$ cat src/design/ttl_pkg.sv
// Package: constants, resistance table and controller/datapath interface types.
package ttl_pkg;

   localparam int ROM_LEN    = 101;
   localparam int IDX_W      = $clog2(ROM_LEN);
   localparam int SAMPLE_W   = 12;
   localparam int TEMP_OUT_W = 15;
   localparam int RES_W      = 16;
   localparam int STATUS_W   = 2;

   localparam int TABLE_ENTRIES_DEF = 101;
   localparam int SAMPLE_BITS_DEF   = 12;
   localparam int FRACTION_BITS_DEF = 8;

   localparam logic [RES_W-1:0] DIVIDER_RESET = 16'd10000;

   typedef logic [STATUS_W-1:0] status_type;
   localparam status_type STATUS_OK   = 2'd0;
   localparam status_type STATUS_COLD = 2'd1;
   localparam status_type STATUS_HOT  = 2'd2;
   localparam status_type STATUS_ZERO = 2'd3;

   // Thermistor resistance in ohms, one entry per degree from 0 upward.
   localparam logic [RES_W-1:0] NTC_ROM [ROM_LEN] = '{
      16'd32754, 16'd31124, 16'd29584, 16'd28130, 16'd26755, 16'd25456, 16'd24227,
      16'd23065, 16'd21965, 16'd20923, 16'd19938, 16'd19004, 16'd18119, 16'd17280,
      16'd16485, 16'd15731, 16'd15016, 16'd14337, 16'd13693, 16'd13081, 16'd12500,
      16'd11948, 16'd11423, 16'd10925, 16'd10451, 16'd10000, 16'd9570,  16'd9162,
      16'd8773,  16'd8403,  16'd8051,  16'd7715,  16'd7395,  16'd7090,  16'd6799,
      16'd6522,  16'd6257,  16'd6005,  16'd5764,  16'd5534,  16'd5314,  16'd5104,
      16'd4904,  16'd4713,  16'd4530,  16'd4355,  16'd4187,  16'd4027,  16'd3874,
      16'd3728,  16'd3588,  16'd3454,  16'd3325,  16'd3202,  16'd3084,  16'd2971,
      16'd2863,  16'd2759,  16'd2660,  16'd2564,  16'd2473,  16'd2385,  16'd2301,
      16'd2220,  16'd2143,  16'd2068,  16'd1997,  16'd1928,  16'd1862,  16'd1798,
      16'd1738,  16'd1679,  16'd1623,  16'd1568,  16'd1516,  16'd1466,  16'd1418,
      16'd1372,  16'd1327,  16'd1284,  16'd1243,  16'd1203,  16'd1164,  16'd1127,
      16'd1092,  16'd1058,  16'd1024,  16'd993,   16'd962,   16'd932,   16'd904,
      16'd876,   16'd849,   16'd824,   16'd799,   16'd775,   16'd752,   16'd730,
      16'd708,   16'd687,   16'd667
   };

   function automatic logic [RES_W-1:0] rom_read(input logic [IDX_W-1:0] idx);
      logic [RES_W-1:0] val;
      val = '0;
      if (int'(idx) < ROM_LEN) begin
         val = NTC_ROM[idx];
      end
      return val;
   endfunction

   // Commands from the controller, one datapath operation each.
   typedef struct packed {
      logic load;
      logic mul;
      logic div_step;
      logic classify;
      logic search_step;
      logic div2_init;
      logic finish;
      logic set_zero;
   } ctl_cmd_type;

   // Status back to the controller.
   typedef struct packed {
      logic zero_sample;
      logic in_range;
      logic search_done;
   } dp_stat_type;

endpackage

$ cat src/design/ttl_ctrl.sv
// Controller: sequences multiply, divide, search and interpolate steps.
module ttl_ctrl import ttl_pkg::*; #(
   parameter int DIV_W = 28
) (
   input  logic        clock,
   input  logic        reset,
   input  logic        start,
   input  dp_stat_type stat,
   output ctl_cmd_type cmd,
   output logic        busy,
   output logic        rsp_valid
);

   localparam int CNT_W = $clog2(DIV_W);
   localparam logic [CNT_W-1:0] LAST_STEP = CNT_W'(DIV_W - 1);

   typedef enum logic [7:0] {
      ST_IDLE   = 8'b0000_0001,
      ST_MUL    = 8'b0000_0010,
      ST_DIV1   = 8'b0000_0100,
      ST_CLASS  = 8'b0000_1000,
      ST_SEARCH = 8'b0001_0000,
      ST_DIV2   = 8'b0010_0000,
      ST_FINISH = 8'b0100_0000,
      ST_DONE   = 8'b1000_0000
   } state_type;

   state_type        state_ff, state_in;
   logic [CNT_W-1:0] cnt_ff, cnt_in;

   always_comb begin
      state_in = state_ff;
      cnt_in   = cnt_ff;
      cmd      = '0;
      case (state_ff)
         ST_IDLE: begin
            if (start) begin
               cmd.load = 1'b1;
               state_in = ST_MUL;
            end
         end
         ST_MUL: begin
            if (stat.zero_sample) begin
               cmd.set_zero = 1'b1;
               state_in     = ST_DONE;
            end else begin
               cmd.mul  = 1'b1;
               cnt_in   = '0;
               state_in = ST_DIV1;
            end
         end
         ST_DIV1: begin
            cmd.div_step = 1'b1;
            cnt_in       = CNT_W'(cnt_ff + 1'b1);
            if (cnt_ff == LAST_STEP) begin
               state_in = ST_CLASS;
            end
         end
         ST_CLASS: begin
            cmd.classify = 1'b1;
            state_in     = stat.in_range ? ST_SEARCH : ST_DONE;
         end
         ST_SEARCH: begin
            if (stat.search_done) begin
               cmd.div2_init = 1'b1;
               cnt_in        = '0;
               state_in      = ST_DIV2;
            end else begin
               cmd.search_step = 1'b1;
            end
         end
         ST_DIV2: begin
            cmd.div_step = 1'b1;
            cnt_in       = CNT_W'(cnt_ff + 1'b1);
            if (cnt_ff == LAST_STEP) begin
               state_in = ST_FINISH;
            end
         end
         ST_FINISH: begin
            cmd.finish = 1'b1;
            state_in   = ST_DONE;
         end
         ST_DONE: begin
            state_in = ST_IDLE;
         end
         default: begin
            state_in = ST_IDLE;
         end
      endcase
   end

   always_ff @(posedge clock) begin
      if (reset) begin
         state_ff <= ST_IDLE;
         cnt_ff   <= '0;
      end else begin
         state_ff <= state_in;
         cnt_ff   <= cnt_in;
      end
   end

   assign busy      = (state_ff != ST_IDLE);
   assign rsp_valid = (state_ff == ST_DONE);

endmodule

$ cat src/design/ttl_dpath.sv
// Datapath: divider register, multiplier, shared restoring divider, search and result regs.
module ttl_dpath import ttl_pkg::*; #(
   parameter int SAMPLE_BITS   = SAMPLE_BITS_DEF,
   parameter int FRACTION_BITS = FRACTION_BITS_DEF,
   parameter int N_EFF         = TABLE_ENTRIES_DEF,
   parameter int DIV_W         = 28
) (
   input  logic                  clock,
   input  logic                  reset,
   input  logic                  csr_wr_en,
   input  logic [RES_W-1:0]      csr_wr_data,
   input  logic [SAMPLE_W-1:0]   req_sample,
   input  ctl_cmd_type           cmd,
   output dp_stat_type           stat,
   output logic [TEMP_OUT_W-1:0] rsp_temperature_q8,
   output logic [RES_W-1:0]      rsp_resistance_ohms,
   output status_type            rsp_status
);

   localparam int NUM_W  = RES_W + SAMPLE_BITS;
   localparam int TEMP_W = (IDX_W + FRACTION_BITS + 1 > TEMP_OUT_W) ?
                           (IDX_W + FRACTION_BITS + 1) : TEMP_OUT_W;
   localparam logic [IDX_W-1:0]       LAST_IDX   = IDX_W'(N_EFF - 1);
   localparam logic [SAMPLE_BITS-1:0] FULL_SCALE = '1;

   logic [RES_W-1:0]       divider_ff, divider_in;
   logic [SAMPLE_BITS-1:0] samp_ff, samp_in;
   logic                   zero_ff, zero_in;
   logic [RES_W-1:0]       rem_ff, rem_in;
   logic [DIV_W-1:0]       quo_ff, quo_in;
   logic [RES_W-1:0]       dsor_ff, dsor_in;
   logic [RES_W-1:0]       r_ff, r_in;
   logic [IDX_W-1:0]       lo_ff, lo_in;
   logic [IDX_W-1:0]       hi_ff, hi_in;
   logic                   den_zero_ff, den_zero_in;
   logic [TEMP_OUT_W-1:0]  temp_ff, temp_in;
   logic [RES_W-1:0]       res_ff, res_in;
   status_type             stat_ff, stat_in;

   logic [NUM_W-1:0]  prod;
   logic [RES_W:0]    div_trial;
   logic              div_ge;
   logic [RES_W-1:0]  sat_r;
   logic [RES_W-1:0]  rom_first;
   logic [RES_W-1:0]  rom_last;
   logic [IDX_W-1:0]  mid;
   logic [RES_W-1:0]  lov;
   logic [RES_W-1:0]  hiv;
   logic [RES_W-1:0]  den;
   logic [TEMP_W-1:0] temp_interp;
   logic [TEMP_W-1:0] temp_hot;

   assign prod      = NUM_W'(divider_ff) * NUM_W'(FULL_SCALE - samp_ff);
   assign div_trial = {rem_ff, quo_ff[DIV_W-1]};
   assign div_ge    = (div_trial >= {1'b0, dsor_ff});
   assign sat_r     = (|quo_ff[DIV_W-1:RES_W]) ? '1 : quo_ff[RES_W-1:0];
   assign rom_first = rom_read('0);
   assign rom_last  = rom_read(LAST_IDX);
   assign mid       = IDX_W'(lo_ff + ((hi_ff - lo_ff) >> 1));
   assign lov       = rom_read(lo_ff);
   assign hiv       = rom_read(hi_ff);
   assign den       = lov - hiv;
   assign temp_hot  = TEMP_W'(LAST_IDX) << FRACTION_BITS;
   assign temp_interp = (TEMP_W'(lo_ff) << FRACTION_BITS) +
                        (den_zero_ff ? '0 : TEMP_W'(quo_ff));

   assign stat.zero_sample = zero_ff;
   assign stat.in_range    = (sat_r < rom_first) && (sat_r > rom_last);
   assign stat.search_done = ((hi_ff - lo_ff) <= IDX_W'(1));

   always_comb begin
      divider_in  = divider_ff;
      samp_in     = samp_ff;
      zero_in     = zero_ff;
      rem_in      = rem_ff;
      quo_in      = quo_ff;
      dsor_in     = dsor_ff;
      r_in        = r_ff;
      lo_in       = lo_ff;
      hi_in       = hi_ff;
      den_zero_in = den_zero_ff;
      temp_in     = temp_ff;
      res_in      = res_ff;
      stat_in     = stat_ff;

      if (csr_wr_en) begin
         divider_in = csr_wr_data;
      end

      if (cmd.load) begin
         samp_in = SAMPLE_BITS'(req_sample);
         zero_in = (SAMPLE_BITS'(req_sample) == '0);
      end

      // first division: resistance = product / sample
      if (cmd.mul) begin
         quo_in  = DIV_W'(prod);
         rem_in  = '0;
         dsor_in = RES_W'(samp_ff);
      end

      // one restoring step, quotient bit shifts in at the bottom
      if (cmd.div_step) begin
         rem_in = div_ge ? RES_W'(div_trial - {1'b0, dsor_ff}) : div_trial[RES_W-1:0];
         quo_in = {quo_ff[DIV_W-2:0], div_ge};
      end

      if (cmd.classify) begin
         r_in   = sat_r;
         res_in = sat_r;
         lo_in  = '0;
         hi_in  = LAST_IDX;
         if (sat_r >= rom_first) begin
            temp_in = '0;
            stat_in = (sat_r > rom_first) ? STATUS_COLD : STATUS_OK;
         end else if (sat_r <= rom_last) begin
            temp_in = temp_hot[TEMP_OUT_W-1:0];
            stat_in = (sat_r < rom_last) ? STATUS_HOT : STATUS_OK;
         end else begin
            stat_in = STATUS_OK;
         end
      end

      // keeps rom[lo] >= r > rom[hi]
      if (cmd.search_step) begin
         if (rom_read(mid) >= r_ff) begin
            lo_in = mid;
         end else begin
            hi_in = mid;
         end
      end

      // second division: fraction within the bracketing segment
      if (cmd.div2_init) begin
         quo_in      = DIV_W'(lov - r_ff) << FRACTION_BITS;
         rem_in      = '0;
         dsor_in     = den;
         den_zero_in = (den == '0);
      end

      if (cmd.finish) begin
         temp_in = temp_interp[TEMP_OUT_W-1:0];
      end

      if (cmd.set_zero) begin
         temp_in = '0;
         res_in  = '1;
         stat_in = STATUS_ZERO;
      end
   end

   always_ff @(posedge clock) begin
      if (reset) begin
         divider_ff <= DIVIDER_RESET;
      end else begin
         divider_ff <= divider_in;
      end
   end

   always_ff @(posedge clock) begin
      samp_ff     <= samp_in;
      zero_ff     <= zero_in;
      rem_ff      <= rem_in;
      quo_ff      <= quo_in;
      dsor_ff     <= dsor_in;
      r_ff        <= r_in;
      lo_ff       <= lo_in;
      hi_ff       <= hi_in;
      den_zero_ff <= den_zero_in;
      temp_ff     <= temp_in;
      res_ff      <= res_in;
      stat_ff     <= stat_in;
   end

   assign rsp_temperature_q8  = temp_ff;
   assign rsp_resistance_ohms = res_ff;
   assign rsp_status          = stat_ff;

endmodule

$ cat src/design/thermistor_temperature_lookup.sv
// Top level: NTC thermistor sample to resistance and interpolated temperature.
//
// Usage:
//   Request: drive req_sample and raise start; the beat is taken at a rising
//   edge with start high and busy low. busy stays high until the result beat.
//   Result: rsp_valid is high for exactly one cycle, carrying
//   rsp_temperature_q8 (degrees * 2^FRACTION_BITS), rsp_resistance_ohms and
//   rsp_status. The receiver cannot stall; the beat is gone after that cycle.
//   CSR: csr_wr_en/csr_wr_data write divider_ohms (write only while idle).
// Sequence from accept to the result beat, with
// DIV_W = 16 + max(SAMPLE_BITS, FRACTION_BITS), 28 by default:
//   zero sample:            straight to the result
//   clamped at a table end: first division, classify, result
//   interpolated:           first division, classify, search, second division, finish, result
//   One item at a time; the next is taken the cycle after the result beat.
//   A single restoring divider, one quotient bit per cycle, serves both
//   divisions: once for resistance and once for the fraction.
// Reset (synchronous, active high) returns to idle and sets divider_ohms to
// 10000; an item in flight is dropped.
module thermistor_temperature_lookup import ttl_pkg::*; #(
   parameter int TABLE_ENTRIES = TABLE_ENTRIES_DEF,
   parameter int SAMPLE_BITS   = SAMPLE_BITS_DEF,
   parameter int FRACTION_BITS = FRACTION_BITS_DEF
) (
   input  logic                  clock,
   input  logic                  reset,
   input  logic                  start,
   output logic                  busy,
   input  logic [SAMPLE_W-1:0]   req_sample,
   input  logic                  csr_wr_en,
   input  logic [RES_W-1:0]      csr_wr_data,
   output logic                  rsp_valid,
   output logic [TEMP_OUT_W-1:0] rsp_temperature_q8,
   output logic [RES_W-1:0]      rsp_resistance_ohms,
   output status_type            rsp_status
);

   // Table length limited to the stored entries, at least two.
   localparam int N_EFF = (TABLE_ENTRIES > ROM_LEN) ? ROM_LEN :
                          ((TABLE_ENTRIES < 2) ? 2 : TABLE_ENTRIES);
   // Divider width covers both dividends: divider*(FS-sample) and diff << FRACTION_BITS.
   localparam int DIV_W = (SAMPLE_BITS > FRACTION_BITS) ? (RES_W + SAMPLE_BITS) :
                          (RES_W + FRACTION_BITS);

   ctl_cmd_type cmd;
   dp_stat_type stat;

   ttl_ctrl #(
      .DIV_W (DIV_W)
   ) u_ctrl (
      .clock     (clock),
      .reset     (reset),
      .start     (start),
      .stat      (stat),
      .cmd       (cmd),
      .busy      (busy),
      .rsp_valid (rsp_valid)
   );

   ttl_dpath #(
      .SAMPLE_BITS   (SAMPLE_BITS),
      .FRACTION_BITS (FRACTION_BITS),
      .N_EFF         (N_EFF),
      .DIV_W         (DIV_W)
   ) u_dpath (
      .clock               (clock),
      .reset               (reset),
      .csr_wr_en           (csr_wr_en),
      .csr_wr_data         (csr_wr_data),
      .req_sample          (req_sample),
      .cmd                 (cmd),
      .stat                (stat),
      .rsp_temperature_q8  (rsp_temperature_q8),
      .rsp_resistance_ohms (rsp_resistance_ohms),
      .rsp_status          (rsp_status)
   );

endmodule

$ cat config.mk
export PLATFORM = sky130hd
export DESIGN_NAME = thermistor_temperature_lookup
export DESIGN_NICKNAME = d
export VERILOG_FILES = /design/src/design/ttl_pkg.sv /design/src/design/ttl_ctrl.sv /design/src/design/ttl_dpath.sv /design/src/design/thermistor_temperature_lookup.sv
export SDC_FILE = /design/constraint.sdc
export NUM_CORES = 1
export LEC_CHECK = 0
export ABC_CLOCK_PERIOD_IN_PS = 6050
export BUFFER_PORTS_ARGS = -buffer_cell sky130_fd_sc_hd__buf_2
export CAP_MARGIN = 20
export CORE_ASPECT_RATIO = 1.2
export CORE_MARGIN = 2
export CORE_UTILIZATION = 45
export DETAILED_ROUTE_END_ITERATION = 10
export GPL_ROUTABILITY_DRIVEN = 0
export HOLD_SLACK_MARGIN = 0.02
export PLACE_DENSITY = 0.63
export SYNTH_ARGS = -nofsm -noshare
export SYNTH_HDL_FRONTEND = slang
export SYNTH_SLANG_ARGS = --single-unit
$ cat constraint.sdc
create_clock -name clock -period 6.05 [get_ports clock]
set_input_delay 0.605 -clock clock [delete_from_list [all_inputs] [get_ports clock]]
set_output_delay 0.605 -clock clock [all_outputs]
set_load 0.02 [all_outputs]
# Word level (Yosys, flattened, before mapping)
# Memories as Yosys holds them, arrays and structs flattened.
# Index checks and enable logic that the tools add are counted.
# totals
elab_cells	131
in_bits	32
rom_bits	6144
n_memories	3
regBits	166
out_inout_bits	35
# memory_table
name	depth	width	rd	rd_ports_with_merged_regs	wr	line_no	source
(no name shown)	128	16	1	0	0	ttl_pkg.sv:46	val = NTC_ROM[idx];
(no name shown)	128	16	1	0	0	ttl_pkg.sv:46	
(no name shown)	128	16	1	0	0	ttl_pkg.sv:46	
# classes
n_mul	1
n_lt_le_gt_ge	15
mux	56
reduce_logical	14
bitwise	3
add_sub_neg	8
eq_ne	15
# op_table
operator	n
$mux 16	16
$mux 28	3
$mux 15	5
$pmux 8 s7	1
$mux 8	6
$mux 7	6
$sub 16x16->16	2
$mul 16x28->28	1
$ge 8x8->1 const B	3
$not 7->8	3
$lt 7x7->1 const B	3
$ge 17x16->1	1
$sub 16x16->17	1
$ge 16x15->1 const B	1
$ge 16x16->1	1
$gt 16x10->1 const B	1
$gt 16x15->1 const B	1
$le 16x10->1 const B	1
$logic_not 16->1	1
$lt 16x10->1 const B	1
$lt 16x15->1 const B	1
$add 15x15->15	1
$pmux 5 s3	1
$sub 12x12->13 const A	1
other kinds (28)	50

# Longest topological paths before layout
# depth
depth_word	11
mapped_depth	30
mapped_depth_nobuf	25

# Cells and area by module
# A second synthesis with hierarchy kept.
# hier_totals
hier_cells	2851
hier_area_um2	22804.4
# modules_own_cells
module	area_per_inst_um2	seq_area_each_um2	instances	cells_per_inst
ttl_dpath	21958.6	3723.6	1	2757
ttl_ctrl	845.8	260.2	1	94

# Worst setup path before layout
# Ideal clock, no wire load.
# synth_path
path_kind	register -> register
startpoint	reg u_dpath.lo_ff[1]
endpoint	reg u_dpath.hi_ff[0]
slack_ns	-0.196
stages_incl_launch_ff	25
setup_time_ns	0.075
synth_period_minus_slack_ns	6.246
n_path_buf	4
arrival_time_ns	6.170
required_time_ns	5.975
cell_sequence	dfxtp_1 clkbuf_1 inv_1 fa_1 ha_1 inv_1 fa_1 clkbuf_1 clkinv_1 ha_1 clkbuf_1 and2_1 o311a_1 a211oi_1 a31oi_1 a2bb2oi_1 ha_1 a21o_1 a21o_1 a211oi_1 o21ai_0 a22oi_1 and2_1 buf_2 mux2i_1
# synth_between
elab_chain_len	11
word_cells_on_any_way	15
classes_between	add/sub (2); order compare (3); mux (8); bitwise (1); memory (1)
# synth_lines
element	line_no	source
start: declaration	ttl_dpath.sv:33	logic [IDX_W-1:0] lo_ff, lo_in;
start signal: assignment	ttl_dpath.sv:167	lo_ff <= lo_in;
$sub 7x7->7	ttl_dpath.sv:59, ttl_dpath.sv:69	
$add 7x6->7	ttl_dpath.sv:59	assign mid = IDX_W'(lo_ff + ((hi_ff - lo_ff) >> 1));
$not 7->8 (implied by the code)	ttl_pkg.sv:46	
$mem_v2 128x16	--	
$mux 16 (implied by the code) (2 in a row)	ttl_pkg.sv:46	
$mux 16	ttl_pkg.sv:45	if (int'(idx) < ROM_LEN) begin
$mux 16	ttl_dpath.sv:125	if (cmd.search_step) begin
$ge 16x16->1	ttl_dpath.sv:126	if (rom_read(mid) >= r_ff) begin
$mux 7	ttl_dpath.sv:126	
$mux 7 (*)	ttl_dpath.sv:125	
named net u_dpath.hi_in[0]	ttl_dpath.sv:34	logic [IDX_W-1:0] hi_ff, hi_in;
end signal: assignment	ttl_dpath.sv:168	hi_ff <= hi_in;
end: declaration	ttl_dpath.sv:34	
# The timed path passes the listed nets; every way through them passes the cells marked *. The select of a mux whose other input is x is not followed.
# A chain may end at the register's enable or synchronous reset.

# Worst setup path after layout
# layout_path
startpoint	reg u_dpath.samp_ff[9]
endpoint	reg u_dpath.quo_ff[26], data pin
# layout_between
elab_chain_len	5
# layout_lines
element	line_no	source
start: declaration	ttl_dpath.sv:27	logic [SAMPLE_BITS-1:0] samp_ff, samp_in;
start signal: assignment	ttl_dpath.sv:161	samp_ff <= samp_in;
$sub 12x12->13	ttl_dpath.sv:53	assign prod = NUM_W'(divider_ff) * NUM_W'(FULL_SCALE - samp_ff);
$mul 16x28->28	ttl_dpath.sv:53	
$mux 28	ttl_dpath.sv:96	if (cmd.mul) begin
$mux 28	ttl_dpath.sv:103	if (cmd.div_step) begin
$mux 28	ttl_dpath.sv:134	if (cmd.div2_init) begin
named net u_dpath.quo_in[26]	ttl_dpath.sv:30	logic [DIV_W-1:0] quo_ff, quo_in;
end signal: assignment	ttl_dpath.sv:164	quo_ff <= quo_in;
end: declaration	ttl_dpath.sv:30	
# The timed path passes the listed nets, and every way through them passes these cells. The select of a mux whose other input is x is not followed.

==> summary.txt <==
Status - finished, violations left
Violated checks - setup timing
Commonest cells after routing, fill and taps aside - 256 x inv_1, 240 x nand2_1, 210 x ha_1
Die Ht - 250 um
FMAX - 164 MHz
Wire per inst - 20.1 um
Clk_lat worst skew - 470 ps
Worst path arrival time - 6350 ps
Die area - 52200 um2
Most used DFF post-synth - dfxtp_1
Clock Power Share - 13.1%
Clock Skews - 17.5 ps
Worst-margin pin slew - 1080 ps
Post-synth EDFFs - 66
Tmin final - 6090 ps
Synth Register Bits - 166
Max rail drop VDD - 381 uV
Startpoint Class - flop
Critical Path End - u_dpath.quo_ff[26]
Switching part of the total - 45.1%
Max-cap violations - 0
RSZ-0062 raised after global routing - true
Period utilization - 101%
FF-to-FF setup slack - -40 ps
Vias - 21905
Critical path class - flop to flop
P_sw - 4.09 mW
First-pass GRT wire length - 115 mm
Hold Path Class - primary input to flop
Final-report max-slew violation count - 0
CTS Root Buffer Type - clkbuf_16
Row Count - 90
Leak - 11.1 nW
Clock sink count - 166
Dpl ws - -260 ps
Synth top area share - 12.7%
Starting Density - 45.4%
Avg Vias per Cell - 6.10
Clock slew at reported path FFs - 90 ps
Dominant cell type by area after synthesis - fa_1
Initial antenna violation count - 0
GRT Util Overall - 27.1%
Max-slew headroom - 28.1%
Power Internal - 4.98 mW
Syn_area_per_cell - 7.87 um2
Crit path top cell by count - fa_1
Post-synth ARST share - 0%
Final setup margin - -39.0 ps
Fin. Hold Viols - 0
Placed wire-length estimate - 53.7 mm
Synth area leaders - fa_1 13%, ha_1 12%, dfxtp_1 8.8%, edfxtp_1 8.7%, a21oi_1 4.6%
Yosys cell types - 90
CTS H-tree depth - 4
R2r startpoint - u_dpath.samp_ff[9]
Total core area - 50000 um2
CP startpoint - u_dpath.samp_ff[9]
First-pass DRT Iterations - 6
# DRC - 0
Post-Syn Area - 22700 um2
Area Overhead vs Synth - 12.9%
Total grt overflow - 0
NumNets Final - 3335
Clk buf depth - 2
Sequential power share - 16.8%
Layout Cell Area excl Fill - 25600 um2
Die W - 209 um
Vias in the first global route - 21305
CP max stage cell - fa_1
Setup crit end kind - flop
Cell Chain, Critical Path - buf_6 -> buf_4 -> nand2b_4 -> fa_1 -> fa_2 -> fa_2 -> fa_1 -> inv_2 -> fa_1 -> inv_2 -> fa_1 -> inv_2 -> ha_4 -> nand4_1 -> a21oi_2 -> nand3_1 -> and2_4 -> a311oi_4 -> a311oi_2 -> xor2_1 -> o311ai_1
Syn_nets - 3282
CP Data Required Time - 6310 ps
Commonest non-fill, non-tap cell in the layout - inv_1
Post-synthesis sequential area ratio - 17.6%
Largest net degree at the start of global routing - 97
Setup violators final - 1
Placed Area - 24200 um2
Routed WL - 72.1 mm
Slowest stage delay, CP - 570 ps
Layout cell share with drive strength beyond 1 - 14.1%
Mapped Cells - 2882
Cell count of the worst reg-to-reg path - 21
Worst-path fanout max - 4
Routed Antenna Nets - 0
Total CTS buffers - 17
Pwr per Cell Area - 354 nW/um2
Hold_ws - 325 ps
Combinational power share - 70.1%
Hold_buf cts - 0
Worst R2R End - u_dpath.quo_ff[26]
DRT iter0 DRCs - 2180
N_diodes - 0
Warnings from Yosys - 0
I/O pin cnt - 67
Port Buffers - 66
CTS tree - yes
==> flip-flops by register name, summed over array words and instances (netlist names), 2 cells and up <==
name	count
u_ctrl.state_ff	8
u_dpath.samp_ff	12
u_dpath.rem_ff	16
u_dpath.rsp_resistance_ohms	16
u_dpath.r_ff	16
u_dpath.lo_ff	7
u_dpath.quo_ff	28
u_dpath.dsor_ff	16
u_dpath.rsp_status	2
u_dpath.hi_ff	7
u_dpath.rsp_temperature_q8	15
u_ctrl.cnt_ff	5
u_dpath.divider_ff	16
==> synthesized netlist by cell type, types with 63 or more instances <==
master    count
a21oi_1     208
clkbuf_1    158
dfxtp_1     100
edfxtp_1     66
fa_1        144
ha_1        224
inv_1       269
nand2_1     240
nand2b_1    116
nor2_1      209
nor2b_1     127
nor3_1       63
o21ai_0     200
==> logic make-up after synthesis <==
group / count (synthesis) / share of synthesized area (%)
compound gates: 810 / 23.0
mux: 60 / 2.99
flops: 166 / 17.6
buf+inv: 468 / 7.90
xor+xnor: 73 / 2.85
fa+ha+maj: 368 / 25.1
simple gates: 937 / 20.7
==> layout make-up <==
| class | count | area (um2) |
|---|---|---|
| Clock buffer | 17 | 425 |
| Clock inverter | 15 | 211 |
| Fill cell | 4756 | 24400 |
| Inverter | 274 | 1030 |
| Multi-Input combinational cell | 2248 | 17500 |
| Sequential cell | 166 | 4000 |
| Tap cell | 644 | 806 |
| Timing Repair Buffer | 228 | 1630 |
==> metrics by stage <==
| step | setup TNS, ps | total power, mW | std cells | utilization [%] |
|---|---|---|---|---|
| floorplan | 0 | 5.00 | 2882 | - |
| global placement | -211 | 6.43 | 3533 | 48.4 |
| detailed placement | -786 | 6.50 | 3533 | 48.4 |
| CTS | 0 | 7.99 | 3573 | 50.0 |
| global route | -574 | 9.79 | 3592 | 51.2 |
| finish | -39.0 | 9.07 | 3592 | 51.2 |
==> timing repair <==
action                                 4_1_cts  5_1_grt
resized for setup                           25      105
setup endpoints to repair                    8       29
endpoints found under the hold margin        0        0
setup buffers                                8       19
pin swaps                                   17       67
==> worst max-delay path, delay by kind of cell (launching register included) <==
family,cells,cell delay (ps)
fa+ha+maj,7,3260
compound gates,4,970
simple gates,4,530
flops,1,480
buf+inv,5,430
xor+xnor,1,180
==> power by group through the flow <==
stage / Clock [mW] / Combinational [mW] / Sequential, mW
finish: 1.19 / 6.36 / 1.52
CTS: 1.20 / 5.27 / 1.52
floorplan: 0 / 3.43 / 1.57
global route: 1.24 / 7.02 / 1.53
detailed placement: 0 / 4.95 / 1.54
global placement: 0 / 4.89 / 1.54
==> worst min path at each step <==
stage / startpoint / slack [ps] / to / cells past startpoint
2_1_floorplan: u_dpath.rem_ff[15] / 430 / u_dpath.rem_ff[15] / 2
3_3_place_gp: u_dpath.rem_ff[15] / 430 / u_dpath.rem_ff[15] / 2
3_5_place_dp: u_dpath.rsp_resistance_ohms[9] / 460 / u_dpath.rsp_resistance_ohms[9] / 2
4_1_cts: req_sample[3] / 310 / u_dpath.samp_ff[3] / 1
5_1_grt: req_sample[3] / 320 / u_dpath.samp_ff[3] / 1
6_report: req_sample[3] / 320 / u_dpath.samp_ff[3] / 1
==> per-layer routing <==
layer | GRT usage (%) | up-vias | share of wire (%)
met1 | 34.0 | 10490 | 40
met4 | 11.8 | 0 | 4.2
met3 | 2.39 | 203 | 6.1
li1 | - | 10230 | -
met5 | 0 | - | 0
met2 | 47.5 | 982 | 50
No activity file was read; power rests on OpenSTA's default activity.
